--- src/rtl/sga_pkg.sv ---
// Shared types and codes for the sorted group aggregate block.
// Used by every module of the block; depends on nothing.
package sga_pkg;

   // Aggregate function codes held in the function select register.
   localparam logic [2:0] FN_AVG      = 3'd0;
   localparam logic [2:0] FN_MAX      = 3'd1;
   localparam logic [2:0] FN_MIN      = 3'd2;
   localparam logic [2:0] FN_SUM      = 3'd3;
   localparam logic [2:0] FN_NN_COUNT = 3'd4;
   localparam logic [2:0] FN_ROW_COUNT = 3'd5;

   // Register index, taken from address bit 2.
   localparam logic REG_FUNCTION_SELECT = 1'b0;
   localparam logic REG_GROUPED_MODE    = 1'b1;

   localparam logic [2:0] FUNCTION_SELECT_RESET = FN_SUM;
   localparam logic       GROUPED_MODE_RESET    = 1'b1;

   localparam int CSR_ADDR_W = 3;
   localparam int CSR_DATA_W = 32;

   localparam logic [31:0] COUNT_MAX = 32'hFFFF_FFFF;

   typedef struct packed {
      logic               end_of_stream;
      logic [31:0]        group_key;
      logic signed [31:0] col_value;
      logic               value_is_null;
   } req_type;

   typedef struct packed {
      logic [31:0]        out_key;
      logic signed [63:0] aggregate_result;
      logic               result_is_null;
      logic [31:0]        group_row_count;
   } rsp_type;

   // Commands from the sequencer to the accumulator bank.
   typedef struct packed {
      logic update;
      logic clear_acc;
      logic load_key;
      logic drop_key;
      logic feed;
   } acc_ctrl_type;

   typedef struct packed {
      logic [31:0] current_key;
      logic        key_valid;
      logic [31:0] running_min;
      logic [31:0] running_max;
      logic [63:0] running_sum;
      logic [31:0] nonnull_count;
      logic [31:0] row_count;
   } acc_state_type;

endpackage

--- src/rtl/sga_div.sv ---
// Iterative unsigned divider, one quotient bit per cycle (64 by 32 bits).
// Depends on sga_pkg.
module sga_div (
   input  logic        clock,
   input  logic        reset,
   input  logic        start,
   input  logic [63:0] dividend,
   input  logic [31:0] divisor,
   output logic        done,
   output logic [63:0] quotient
);
   import sga_pkg::*;

   logic        busy_ff, busy_in;
   logic        done_ff, done_in;
   logic [5:0]  count_ff, count_in;
   logic [63:0] quot_ff, quot_in;
   logic [31:0] rem_ff, rem_in;
   logic [31:0] divisor_ff, divisor_in;
   logic [32:0] trial;
   logic [32:0] diff;
   logic        fits;

   // Restoring step: the partial remainder always stays below the divisor.
   assign trial = {rem_ff, quot_ff[63]};
   assign diff  = trial - {1'b0, divisor_ff};
   assign fits  = trial >= {1'b0, divisor_ff};

   always_comb begin
      busy_in    = busy_ff;
      done_in    = 1'b0;
      count_in   = count_ff;
      quot_in    = quot_ff;
      rem_in     = rem_ff;
      divisor_in = divisor_ff;
      if (start) begin
         busy_in    = 1'b1;
         count_in   = '0;
         quot_in    = dividend;
         rem_in     = '0;
         divisor_in = divisor;
      end else if (busy_ff) begin
         rem_in   = fits ? diff[31:0] : trial[31:0];
         quot_in  = {quot_ff[62:0], fits};
         count_in = count_ff + 6'd1;
         if (count_ff == 6'd63) begin
            busy_in = 1'b0;
            done_in = 1'b1;
         end
      end
   end

   always_ff @(posedge clock) begin
      if (reset) begin
         busy_ff  <= 1'b0;
         done_ff  <= 1'b0;
         count_ff <= '0;
      end else begin
         busy_ff  <= busy_in;
         done_ff  <= done_in;
         count_ff <= count_in;
      end
      quot_ff    <= quot_in;
      rem_ff     <= rem_in;
      divisor_ff <= divisor_in;
   end

   assign done     = done_ff;
   assign quotient = quot_ff;

endmodule

--- src/rtl/sga_acc.sv ---
// Accumulator bank: open group key, min, max, wrapping sum and counts.
// Depends on sga_pkg.
module sga_acc (
   input  logic                  clock,
   input  logic                  reset,
   input  sga_pkg::acc_ctrl_type ctrl,
   input  logic [31:0]           row_key,
   input  logic [31:0]           row_value,
   input  logic                  row_is_null,
   output sga_pkg::acc_state_type acc
);
   import sga_pkg::*;

   acc_state_type acc_ff, acc_in;
   acc_state_type base;
   logic [63:0]   value_ext;

   assign value_ext = {{32{row_value[31]}}, row_value};

   always_comb begin
      base = acc_ff;
      if (ctrl.clear_acc) begin
         base.running_min   = '0;
         base.running_max   = '0;
         base.running_sum   = '0;
         base.nonnull_count = '0;
         base.row_count     = '0;
      end
      if (ctrl.load_key) begin
         base.current_key = row_key;
         base.key_valid   = 1'b1;
      end
      if (ctrl.drop_key) begin
         base.current_key = '0;
         base.key_valid   = 1'b0;
      end
      acc_in = base;
      if (ctrl.feed) begin
         if (!row_is_null) begin
            if (base.nonnull_count == '0) begin
               acc_in.running_min = row_value;
               acc_in.running_max = row_value;
               acc_in.running_sum = value_ext;
            end else begin
               if ($signed(row_value) < $signed(base.running_min)) begin
                  acc_in.running_min = row_value;
               end
               if ($signed(row_value) > $signed(base.running_max)) begin
                  acc_in.running_max = row_value;
               end
               acc_in.running_sum = base.running_sum + value_ext;
            end
            if (base.nonnull_count != COUNT_MAX) begin
               acc_in.nonnull_count = base.nonnull_count + 32'd1;
            end
         end
         if (base.row_count != COUNT_MAX) begin
            acc_in.row_count = base.row_count + 32'd1;
         end
      end
   end

   always_ff @(posedge clock) begin
      if (reset) begin
         acc_ff <= '0;
      end else if (ctrl.update) begin
         acc_ff <= acc_in;
      end
   end

   assign acc = acc_ff;

endmodule

--- src/rtl/sorted_group_aggregate_top.sv ---
// Top level of the sorted group aggregate block: sequencer, registers,
// result register. Depends on sga_pkg, sga_acc and sga_div.

// Group-by aggregation over rows that arrive sorted by key. Each input
// transfer carries one row (key, signed 32-bit value, null flag) or an end
// marker. A row with no result passes through the cycle of the transfer
// and an update cycle. A row or end marker that closes a group also passes
// through an output state that loads the result once the result register
// is free. When the average is selected and the group saw a non-null value,
// the quotient comes from a one-bit-per-cycle divider and the sequencer
// waits in a divide state until it is done. req_stall is high from the
// cycle after a transfer until the item is finished, and a finished result
// waits in the output register while the next row is taken, so a result that
// is not collected only holds the block up when the next group closes. Both
// counts saturate at all ones, the sum wraps at 64 bits, and min, max, sum and
// average report null for a group without a non-null value. Registers:
// function_select at byte address 0 (0 avg, 1 max, 2 min, 3 sum, 4 non-null
// count, 5 row count), grouped_mode at byte address 4; write them only while
// the block is idle.
module sorted_group_aggregate_top (
   input  logic                          clock,
   input  logic                          reset,
   // Row input
   input  logic                          req_valid,
   output logic                          req_stall,
   input  sga_pkg::req_type              req_data,
   // Result output
   output logic                          rsp_valid,
   input  logic                          rsp_stall,
   output sga_pkg::rsp_type              rsp_data,
   // Register port
   input  logic                          psel,
   input  logic                          penable,
   input  logic                          pwrite,
   input  logic [sga_pkg::CSR_ADDR_W-1:0] paddr,
   input  logic [sga_pkg::CSR_DATA_W-1:0] pwdata,
   output logic [sga_pkg::CSR_DATA_W-1:0] prdata,
   output logic                          pready
);
   import sga_pkg::*;

   // Sequencer states.
   localparam logic [1:0] S_IDLE = 2'd0;
   localparam logic [1:0] S_DIV  = 2'd1;
   localparam logic [1:0] S_OUT  = 2'd2;
   localparam logic [1:0] S_UPD  = 2'd3;

   logic [1:0]    state_ff, state_in;
   logic [2:0]    fsel_ff, fsel_in;
   logic          grouped_ff, grouped_in;
   req_type       item_ff, item_in;
   logic [31:0]   emit_key_ff, emit_key_in;
   logic          neg_ff, neg_in;
   logic          rsp_valid_ff, rsp_valid_in;
   rsp_type       rsp_ff, rsp_in;

   acc_ctrl_type  acc_ctrl;
   acc_state_type acc;

   logic          accept;
   logic          csr_write;
   logic          emit_now;
   logic          none_seen;
   logic          div_start;
   logic          div_done;
   logic [63:0]   div_quot;
   logic [63:0]   sum_mag;
   logic          out_free;
   logic          new_group;
   logic [63:0]   result_val;
   logic          result_null;

   // ---------------------------------------------------------------------
   // Register port: no wait states, registers decoded by address bit 2.
   // ---------------------------------------------------------------------
   assign pready    = 1'b1;
   assign csr_write = psel && penable && pwrite;

   always_comb begin
      fsel_in    = fsel_ff;
      grouped_in = grouped_ff;
      if (csr_write) begin
         unique case (paddr[2])
            REG_FUNCTION_SELECT: fsel_in    = pwdata[2:0];
            REG_GROUPED_MODE:    grouped_in = pwdata[0];
         endcase
      end
   end

   always_comb begin
      unique case (paddr[2])
         REG_FUNCTION_SELECT: prdata = {{(CSR_DATA_W-3){1'b0}}, fsel_ff};
         REG_GROUPED_MODE:    prdata = {{(CSR_DATA_W-1){1'b0}}, grouped_ff};
      endcase
   end

   // ---------------------------------------------------------------------
   // Decisions taken in the cycle of the input transfer, while the
   // accumulators still describe the group that may be closing.
   // ---------------------------------------------------------------------
   assign req_stall = (state_ff != S_IDLE);
   assign accept    = req_valid && !req_stall;
   assign none_seen = (acc.nonnull_count == '0);

   always_comb begin
      if (grouped_ff) begin
         if (req_data.end_of_stream) begin
            emit_now = acc.key_valid;
         end else begin
            emit_now = acc.key_valid && (req_data.group_key != acc.current_key);
         end
      end else begin
         emit_now = req_data.end_of_stream;
      end
   end

   // Average works on the magnitude of the sum and restores the sign after.
   assign sum_mag   = acc.running_sum[63] ? (64'd0 - acc.running_sum) : acc.running_sum;
   assign div_start = accept && emit_now && (fsel_ff == FN_AVG) && !none_seen;

   sga_div u_div (
      .clock    (clock),
      .reset    (reset),
      .start    (div_start),
      .dividend (sum_mag),
      .divisor  (acc.nonnull_count),
      .done     (div_done),
      .quotient (div_quot)
   );

   // ---------------------------------------------------------------------
   // Result selection, loaded into the output register in the output state.
   // ---------------------------------------------------------------------
   always_comb begin
      result_val  = '0;
      result_null = 1'b0;
      unique case (fsel_ff)
         FN_AVG: begin
            if (none_seen) begin
               result_null = 1'b1;
            end else begin
               result_val = neg_ff ? (64'd0 - div_quot) : div_quot;
            end
         end
         FN_MAX: begin
            if (none_seen) begin
               result_null = 1'b1;
            end else begin
               result_val = {{32{acc.running_max[31]}}, acc.running_max};
            end
         end
         FN_MIN: begin
            if (none_seen) begin
               result_null = 1'b1;
            end else begin
               result_val = {{32{acc.running_min[31]}}, acc.running_min};
            end
         end
         FN_SUM: begin
            if (none_seen) begin
               result_null = 1'b1;
            end else begin
               result_val = acc.running_sum;
            end
         end
         FN_NN_COUNT:  result_val = {32'd0, acc.nonnull_count};
         FN_ROW_COUNT: result_val = {32'd0, acc.row_count};
         default:      result_null = 1'b1;
      endcase
   end

   // The output register is free when empty or being drained this cycle.
   assign out_free = !rsp_valid_ff || !rsp_stall;

   // ---------------------------------------------------------------------
   // Sequencer.
   // ---------------------------------------------------------------------
   always_comb begin
      state_in     = state_ff;
      item_in      = item_ff;
      emit_key_in  = emit_key_ff;
      neg_in       = neg_ff;
      rsp_in       = rsp_ff;
      rsp_valid_in = rsp_valid_ff && rsp_stall;
      unique case (state_ff)
         S_IDLE: begin
            if (accept) begin
               item_in     = req_data;
               emit_key_in = grouped_ff ? acc.current_key : 32'd0;
               neg_in      = acc.running_sum[63];
               if (!emit_now) begin
                  state_in = S_UPD;
               end else if (div_start) begin
                  state_in = S_DIV;
               end else begin
                  state_in = S_OUT;
               end
            end
         end
         S_DIV: begin
            if (div_done) begin
               state_in = S_OUT;
            end
         end
         S_OUT: begin
            if (out_free) begin
               rsp_in.out_key          = emit_key_ff;
               rsp_in.aggregate_result = result_val;
               rsp_in.result_is_null   = result_null;
               rsp_in.group_row_count  = acc.row_count;
               rsp_valid_in            = 1'b1;
               state_in                = S_UPD;
            end
         end
         S_UPD: begin
            state_in = S_IDLE;
         end
      endcase
   end

   // Accumulator commands for the update cycle.
   assign new_group = !acc.key_valid || (item_ff.group_key != acc.current_key);

   always_comb begin
      acc_ctrl = '0;
      if (state_ff == S_UPD) begin
         acc_ctrl.update = 1'b1;
         if (item_ff.end_of_stream) begin
            // Any end marker closes the stream and clears everything.
            acc_ctrl.clear_acc = 1'b1;
            acc_ctrl.drop_key  = 1'b1;
         end else if (grouped_ff) begin
            acc_ctrl.clear_acc = new_group;
            acc_ctrl.load_key  = new_group;
            acc_ctrl.feed      = 1'b1;
         end else begin
            acc_ctrl.feed = 1'b1;
         end
      end
   end

   sga_acc u_acc (
      .clock       (clock),
      .reset       (reset),
      .ctrl        (acc_ctrl),
      .row_key     (item_ff.group_key),
      .row_value   (item_ff.col_value),
      .row_is_null (item_ff.value_is_null),
      .acc         (acc)
   );

   always_ff @(posedge clock) begin
      if (reset) begin
         state_ff     <= S_IDLE;
         fsel_ff      <= FUNCTION_SELECT_RESET;
         grouped_ff   <= GROUPED_MODE_RESET;
         rsp_valid_ff <= 1'b0;
      end else begin
         state_ff     <= state_in;
         fsel_ff      <= fsel_in;
         grouped_ff   <= grouped_in;
         rsp_valid_ff <= rsp_valid_in;
      end
      item_ff     <= item_in;
      emit_key_ff <= emit_key_in;
      neg_ff      <= neg_in;
      rsp_ff      <= rsp_in;
   end

   assign rsp_valid = rsp_valid_ff;
   assign rsp_data  = rsp_ff;

endmodule

--- config.mk ---
export PLATFORM = sky130hd
export DESIGN_NAME = sorted_group_aggregate_top
export DESIGN_NICKNAME = d
export VERILOG_FILES = /design/src/rtl/sga_pkg.sv /design/src/rtl/sga_div.sv /design/src/rtl/sga_acc.sv /design/src/rtl/sorted_group_aggregate_top.sv
export SDC_FILE = /design/constraint.sdc
export NUM_CORES = 2
export LEC_CHECK = 0
export ABC_CLOCK_PERIOD_IN_PS = 25600
export BUFFER_PORTS_ARGS = -buffer_cell sky130_fd_sc_hd__buf_2
export CORE_MARGIN = 2
export CORE_UTILIZATION = 40
export CTS_CLUSTER_DIAMETER = 200
export DETAILED_ROUTE_END_ITERATION = 16
export PLACE_DENSITY = 0.66
export SLEW_MARGIN = 15
export SYNTH_ARGS = -nofsm -noshare
export SYNTH_HDL_FRONTEND = slang
export SYNTH_HIERARCHICAL = 1
export SYNTH_SLANG_ARGS = --single-unit
--- constraint.sdc ---
create_clock -name clock -period 25.6 [get_ports clock]
set_clock_uncertainty 0.2 [all_clocks]
set_input_delay 5.12 -clock clock [delete_from_list [all_inputs] [get_ports clock]]
set_output_delay 5.12 -clock clock [all_outputs]
set_load 0.05 [all_outputs]
After elaboration in Yosys (flattened, before gate mapping)
Index checks and enable logic that the tools add are counted.
{ "classes": {"add_sub_neg": 7, "magnitude_cmp": 3, "n_eq_ne": 16, "muxes": 43, "bitwise_logic": 2, "n_reduce_logical": 32} }
{ "ops": {"columns": ["cell", "count"], "rows": [
  ["64-bit 2-to-1 mux", 8],
  ["192-bit 2-to-1 mux", 2],
  ["64-bit case mux with 6 select lines", 1],
  ["160-bit 2-to-1 mux", 1],
  ["32-bit 2-to-1 mux", 5],
  ["128-bit 2-to-1 mux", 1],
  ["1-bit by 64-bit subtractor with 64-bit output (first input constant)", 2],
  ["33-bit 2-to-1 mux", 2],
  ["32-bit by 1-bit adder with 32-bit output (second input constant)", 2],
  ["64-bit adder", 1],
  ["32-bit zero test", 2],
  ["32-bit inequality test", 2],
  ["32-bit inequality test (second input constant)", 2],
  ["32-bit case mux with 2 select lines", 1],
  ["33-bit by 32-bit >= comparator with 1-bit output", 1],
  ["32-bit greater-than comparator", 1],
  ["32-bit less-than comparator", 1],
  ["32-bit subtractor", 1],
  ["1-bit 2-to-1 mux", 13],
  ["2-bit 2-to-1 mux", 6],
  ["2-bit AND reduction", 5],
  ["1-bit logical AND", 8],
  ["2-bit case mux with 4 select lines", 1],
  ["6-bit by 1-bit adder with 6-bit output (second input constant)", 1],
  ["other kinds (20)", 33]
]} }
{ "totals": {"ff_bits": 596, "out_inout_bits": 164, "wordCells": 130} }

Depth between registers and ports, before layout
{ "depth": {"depth_word": 11, "mapped_depth": 24, "mapped_depth_nobuf": 19} }

Cells and area by module
The synthesis kept the hierarchy.
{ "modules_own_cells": {"columns": ["module", "n_inst", "cells_each", "area_per_inst_um2", "seq_area_each_um2"], "rows": [
  ["sga_acc", 1, 1965, 15394.8, 4504.3],
  ["sorted_group_aggregate_top", 1, 1120, 13140.1, 6986.7],
  ["sga_div", 1, 708, 7608.5, 3683.5]
]} }

Worst setup path after synthesis
No wires, ideal clock.
{ "synth_timing": {"path_type": "input to register", "start": "in rsp_stall", "end": "reg rsp_ff, in the netlist rsp_data[0] (enable)", "arrival_ps": 14405, "t_required_ps": 24585, "slack_ps": 10180, "path_stages": 1, "path_cell_list": "a21boi_0"} }
{ "synth_between": {"elab_chain_len": 3} }
{ "synth_rtl": {"columns": ["element", "line_no", "source"], "rows": [
  ["start: declaration", "sorted_group_aggregate_top.sv:29", "input logic rsp_stall,"],
  ["1-bit zero test", "sorted_group_aggregate_top.sv:173", "assign out_free = !rsp_valid_ff || !rsp_stall;"],
  ["1-bit logical OR", "sorted_group_aggregate_top.sv:173", null],
  ["2-bit AND reduction (no line)", null, null],
  ["end signal: assignment", "sorted_group_aggregate_top.sv:267", "rsp_ff <= rsp_in;"],
  ["end: declaration", "sorted_group_aggregate_top.sv:55", "rsp_type rsp_ff, rsp_in;"]
]} }
No other way between the ends.
A chain may end at the register's enable or synchronous reset.

Worst setup path in the final report
{ "layout_timing": {"start": "in paddr[2] (netlist bit)", "end": "out prdata[0] (netlist bit)"} }
{ "layout_between": {"elab_chain_len": 2} }
{ "layout_rtl": {"columns": ["element", "line_no", "source"], "rows": [
  ["start: declaration", "sorted_group_aggregate_top.sv:35", "input logic [sga_pkg::CSR_ADDR_W-1:0] paddr,"],
  ["1-bit NOT (no line)", null, null],
  ["32-bit case mux with 2 select lines (*)", "sorted_group_aggregate_top.sv:91", "unique case (paddr[2])"],
  ["end: declaration", "sorted_group_aggregate_top.sv:37", "output logic [sga_pkg::CSR_DATA_W-1:0] prdata,"]
]} }
Mark *: on every way between the ends. The rest lies on a longest branch, timed or not. The select of a mux whose other input is x is not followed.

==> run summary <==
## Run status
- complete, no violations — result of the run

## Routing
- 5.95 — via count normalized by instance count
- 7 — Initial DRT Pass Iterations
- 0 — remaining routing DRC violations
- 114000 um — final wirelength
- 30500 — via count
- 22.3 um — final routed wire length divided by cell count
- 0 — Detail Route Antenna Nets
- 3298 — violation count after the first detailed-route iteration

## Setup path
- prdata[0] — timing endpoint of the critical path
- input port — crit path launch type
- 18 — worst-case reg-to-reg path depth
- 5 — critical-path maximum fanout
- 2 — WP buf/inv
- buf_2, mux2_2, buf_2 — critical path cell sequence
- 18.36 ns — r2r setup slk
- 20.28 ns — required time of the critical path
- input port to output port — Crit Path Class
- u_acc/acc[120]$_SDFFE_PP0P_ — end of the worst register-to-register path
- 0.36 ns — largest stage delay on the critical path
- paddr[2] — launch point of the critical path
- sky130_fd_sc_hd__buf_2 — Crit path top cell by count
- output port — sort of element at the end of the critical path
- 3 — logic depth of the worst path, buffers included
- buffers and inverters — cell class contributing the biggest share of worst-path delay
- sky130_fd_sc_hd__mux2_2 — slowest cell on the critical path
- 5.87 ns — Arrival @ worst endpoint
- state_ff[0]$_SDFFE_PP0P_ — startpoint of the worst register-to-register path

## CTS
- sky130_fd_sc_hd__clkbuf_16 — Root Driver
- 0.65 ns — Worst-Skew Late Latency
- 3 — Max clock buf depth
- 0 — post-CTS setup buffers
- yes — CTS tree
- 68 — cts bufs inserted
- 3 — maximum level of the CTS H-tree
- 0.06 ns — clock transition at the registers of the reported paths
- 0 — Hold Buf Count CTS
- 0 — post-cts sizing count
- 596 — total clock sinks

## Cells and area
- 13.8% — share of cells above drive strength 1
- 8557 — number of fill cells
- 4171 — net count of the finished layout
- 11.4% — area growth from synthesis to layout
- sky130_fd_sc_hd__nand2_1 — most common library cell in the layout ignoring fill and taps
- 44.9% — utilization after layout
- sky130_fd_sc_hd__nand2_1, sky130_fd_sc_hd__edfxtp_1, sky130_fd_sc_hd__nor2_1 — most frequent cells in the layout
- 15200 um^2 — area taken by flip-flops and latches
- 40300 um^2 — post-route design area
- 19500 um^2 — multi-input combinational cell area

## Pwr
- 0.0657 mV — worst vdd ir
- 73.9 nW/um^2 — Pwr per Cell Area
- 0.00298 W — total design power
- 15.1 nW — P_leak

## Worst hold path
- flip-flop to flip-flop — worst hold path class

## Timing
- 0.214 ns — hold slack
- 11.19 ns — final worst path period need
- 0 — count of endpoints failing setup in the final report
- 0 — final count of hold timing violations
- 1.22 ns — worst-margin pin slew
- false — RSZ-0062 raised after global routing
- 18.5% — Max-Slew Margin vs Limit
- 0.0893 GHz — highest clock frequency the design can meet
- 0 — count of pins over their slew limit
- 43.7% — portion of the clock cycle consumed by the worst path in the final layout
- 0 ns — Total Neg Setup Slack

## Global route
- 28400 — number of global-route vias before repair
- 174000 um — wire length of the first global-routing pass
- 76 — largest net degree at the start of global routing
- 0 — global route overflow
- 23.8% — Global Route Usage Sum
- 6 — antenna violations before repair

## Yosys
- 0% — FFs w/ async S/R, synth
- 9.53 um^2 — Mapped Avg Cell Area
- 596 — post-synthesis sequential element count
- 121 — number of distinct library cell variants in the gate-level netlist after synthesis
- 26.9% — Synth top area share
- 6 — YS warnings
- sky130_fd_sc_hd__edfxtp_1 — most instantiated flip-flop cell in the synthesis netlist
- 324 — number of synthesized flops with an enable pin
- 3793 — cell count after synthesis
- sky130_fd_sc_hd__edfxtp_1, sky130_fd_sc_hd__dfxtp_1, sky130_fd_sc_hd__ha_1 — Synth area leaders
- 42.0% — sequential-to-total area share from yosys stat
- sky130_fd_sc_hd__edfxtp_1 — leading area contributor after synthesis
- 36100 um^2 — post-synthesis instance area

## Place
- 0.950 — final RePlAce weighted congestion
- 37900 um^2 — placed inst area
- 210 — number of port buffers
- 81100 um — half-perimeter wire length of the detailed placement result

## Floorplanning
- 272 — number of top-level design ports
- 305 um — die extent in y
- 89700 um^2 — core area
- 110 — site row count
- 305 um — die width
- 40.3% — starting density of the core
- 92800 um^2 — Die Footprint

## Run
- 0 — max-cap check violation count

how the worst min path moves through the flow:
stage	from	end	depth (start not counted)
floorplan	emit_key_ff[3]$_SDFFCE_PN0P_	rsp_data[100]$_DFFE_PP_	0
global placement	emit_key_ff[5]$_SDFFCE_PN0P_	rsp_data[102]$_DFFE_PP_	0
finish	emit_key_ff[9]$_SDFFCE_PN0P_	rsp_data[106]$_DFFE_PP_	0
detailed placement	emit_key_ff[15]$_SDFFCE_PN0P_	rsp_data[112]$_DFFE_PP_	0
global route	emit_key_ff[31]$_SDFFCE_PN0P_	rsp_data[128]$_DFFE_PP_	0
CTS	emit_key_ff[9]$_SDFFCE_PN0P_	rsp_data[106]$_DFFE_PP_	0
Yosys cell counts, drive strengths merged (12+ instances only):
cell type	number
a211oi	17
a21o	80
a21oi	244
a222oi	26
a22o	85
a22oi	44
a311oi	21
a31oi	32
and2	46
and3	15
and4	14
buf	79
clkbuf	170
dfxtp	272
edfxtp	324
ha	169
inv	113
mux2	93
nand2	342
nand2b	24
nand3	70
nand4	79
nor2	280
nor2b	81
nor3	61
nor3b	38
nor4	56
o211ai	24
o21a	12
o21ai	223
o21bai	16
o221ai	13
o22ai	35
o31ai	57
o41ai	20
or2	17
or3	37
or4	25
xnor2	209
xor2	107
layout make-up:
type                       instances  share of cell area (%)
multi-input combinational       2861                    48.4
inverter                         113                    1.06
tap                             1176                    3.66
antenna                            2                  0.0124
clock inverter                    41                    1.28
clock buffer                      85                    4.46
timing repair buffer             252                    3.41
sequential                       596                    37.7
state kept, by name, summed over array words and instances, names as in the netlist, 2 cells and up:
name	count
fsel_ff	3
state_ff	2
rsp_data	129
u_div/quotient	64
emit_key_ff	32
u_div/rem_ff	32
u_acc/acc	225
item_ff	66
u_div/count_ff	6
u_div/divisor_ff	32
report_power, final:
part | total [W] | switching (W) | internal [W]
clock network | 0.00101 | 0.000434 | 0.000581
logic | 0.000751 | 0.000577 | 0.000174
registers | 0.00121 | 0.0000652 | 0.00114
total | 0.00298 | 0.00108 | 0.00190
cells by family after synthesis:
logic type | synth area share, %
xor gates and xnor gates | 7.66
buffers and inverters | 4.69
adders and majority gates | 5.96
AOI/OAI and AO/OA | 19.3
and+or+nand+nor | 17.0
muxes | 3.47
other | 0.0208
DFF | 42.0
layer usage:
| layer | part of all wire [%] | up-vias | track usage, % |
|---|---|---|---|
| met1 | 43 | 14800 | 33.1 |
| met4 | 2.9 | 4 | 7.87 |
| met3 | 7.7 | 181 | 3.30 |
| li1 | - | 14200 | - |
| met2 | 46 | 1266 | 38.2 |
| met5 | 0.012 | - | 0 |
metrics by stage:
| stage | instances | setup WS, ns |
|---|---|---|
| floorplan | 3821 | 10.18 |
| global placement | 4998 | 14.36 |
| detailed placement | 4998 | 14.37 |
| CTS | 5124 | 14.36 |
| global route | 5126 | 14.34 |
| finish | 5126 | 14.41 |
Power figures use the tool's default switching activity.
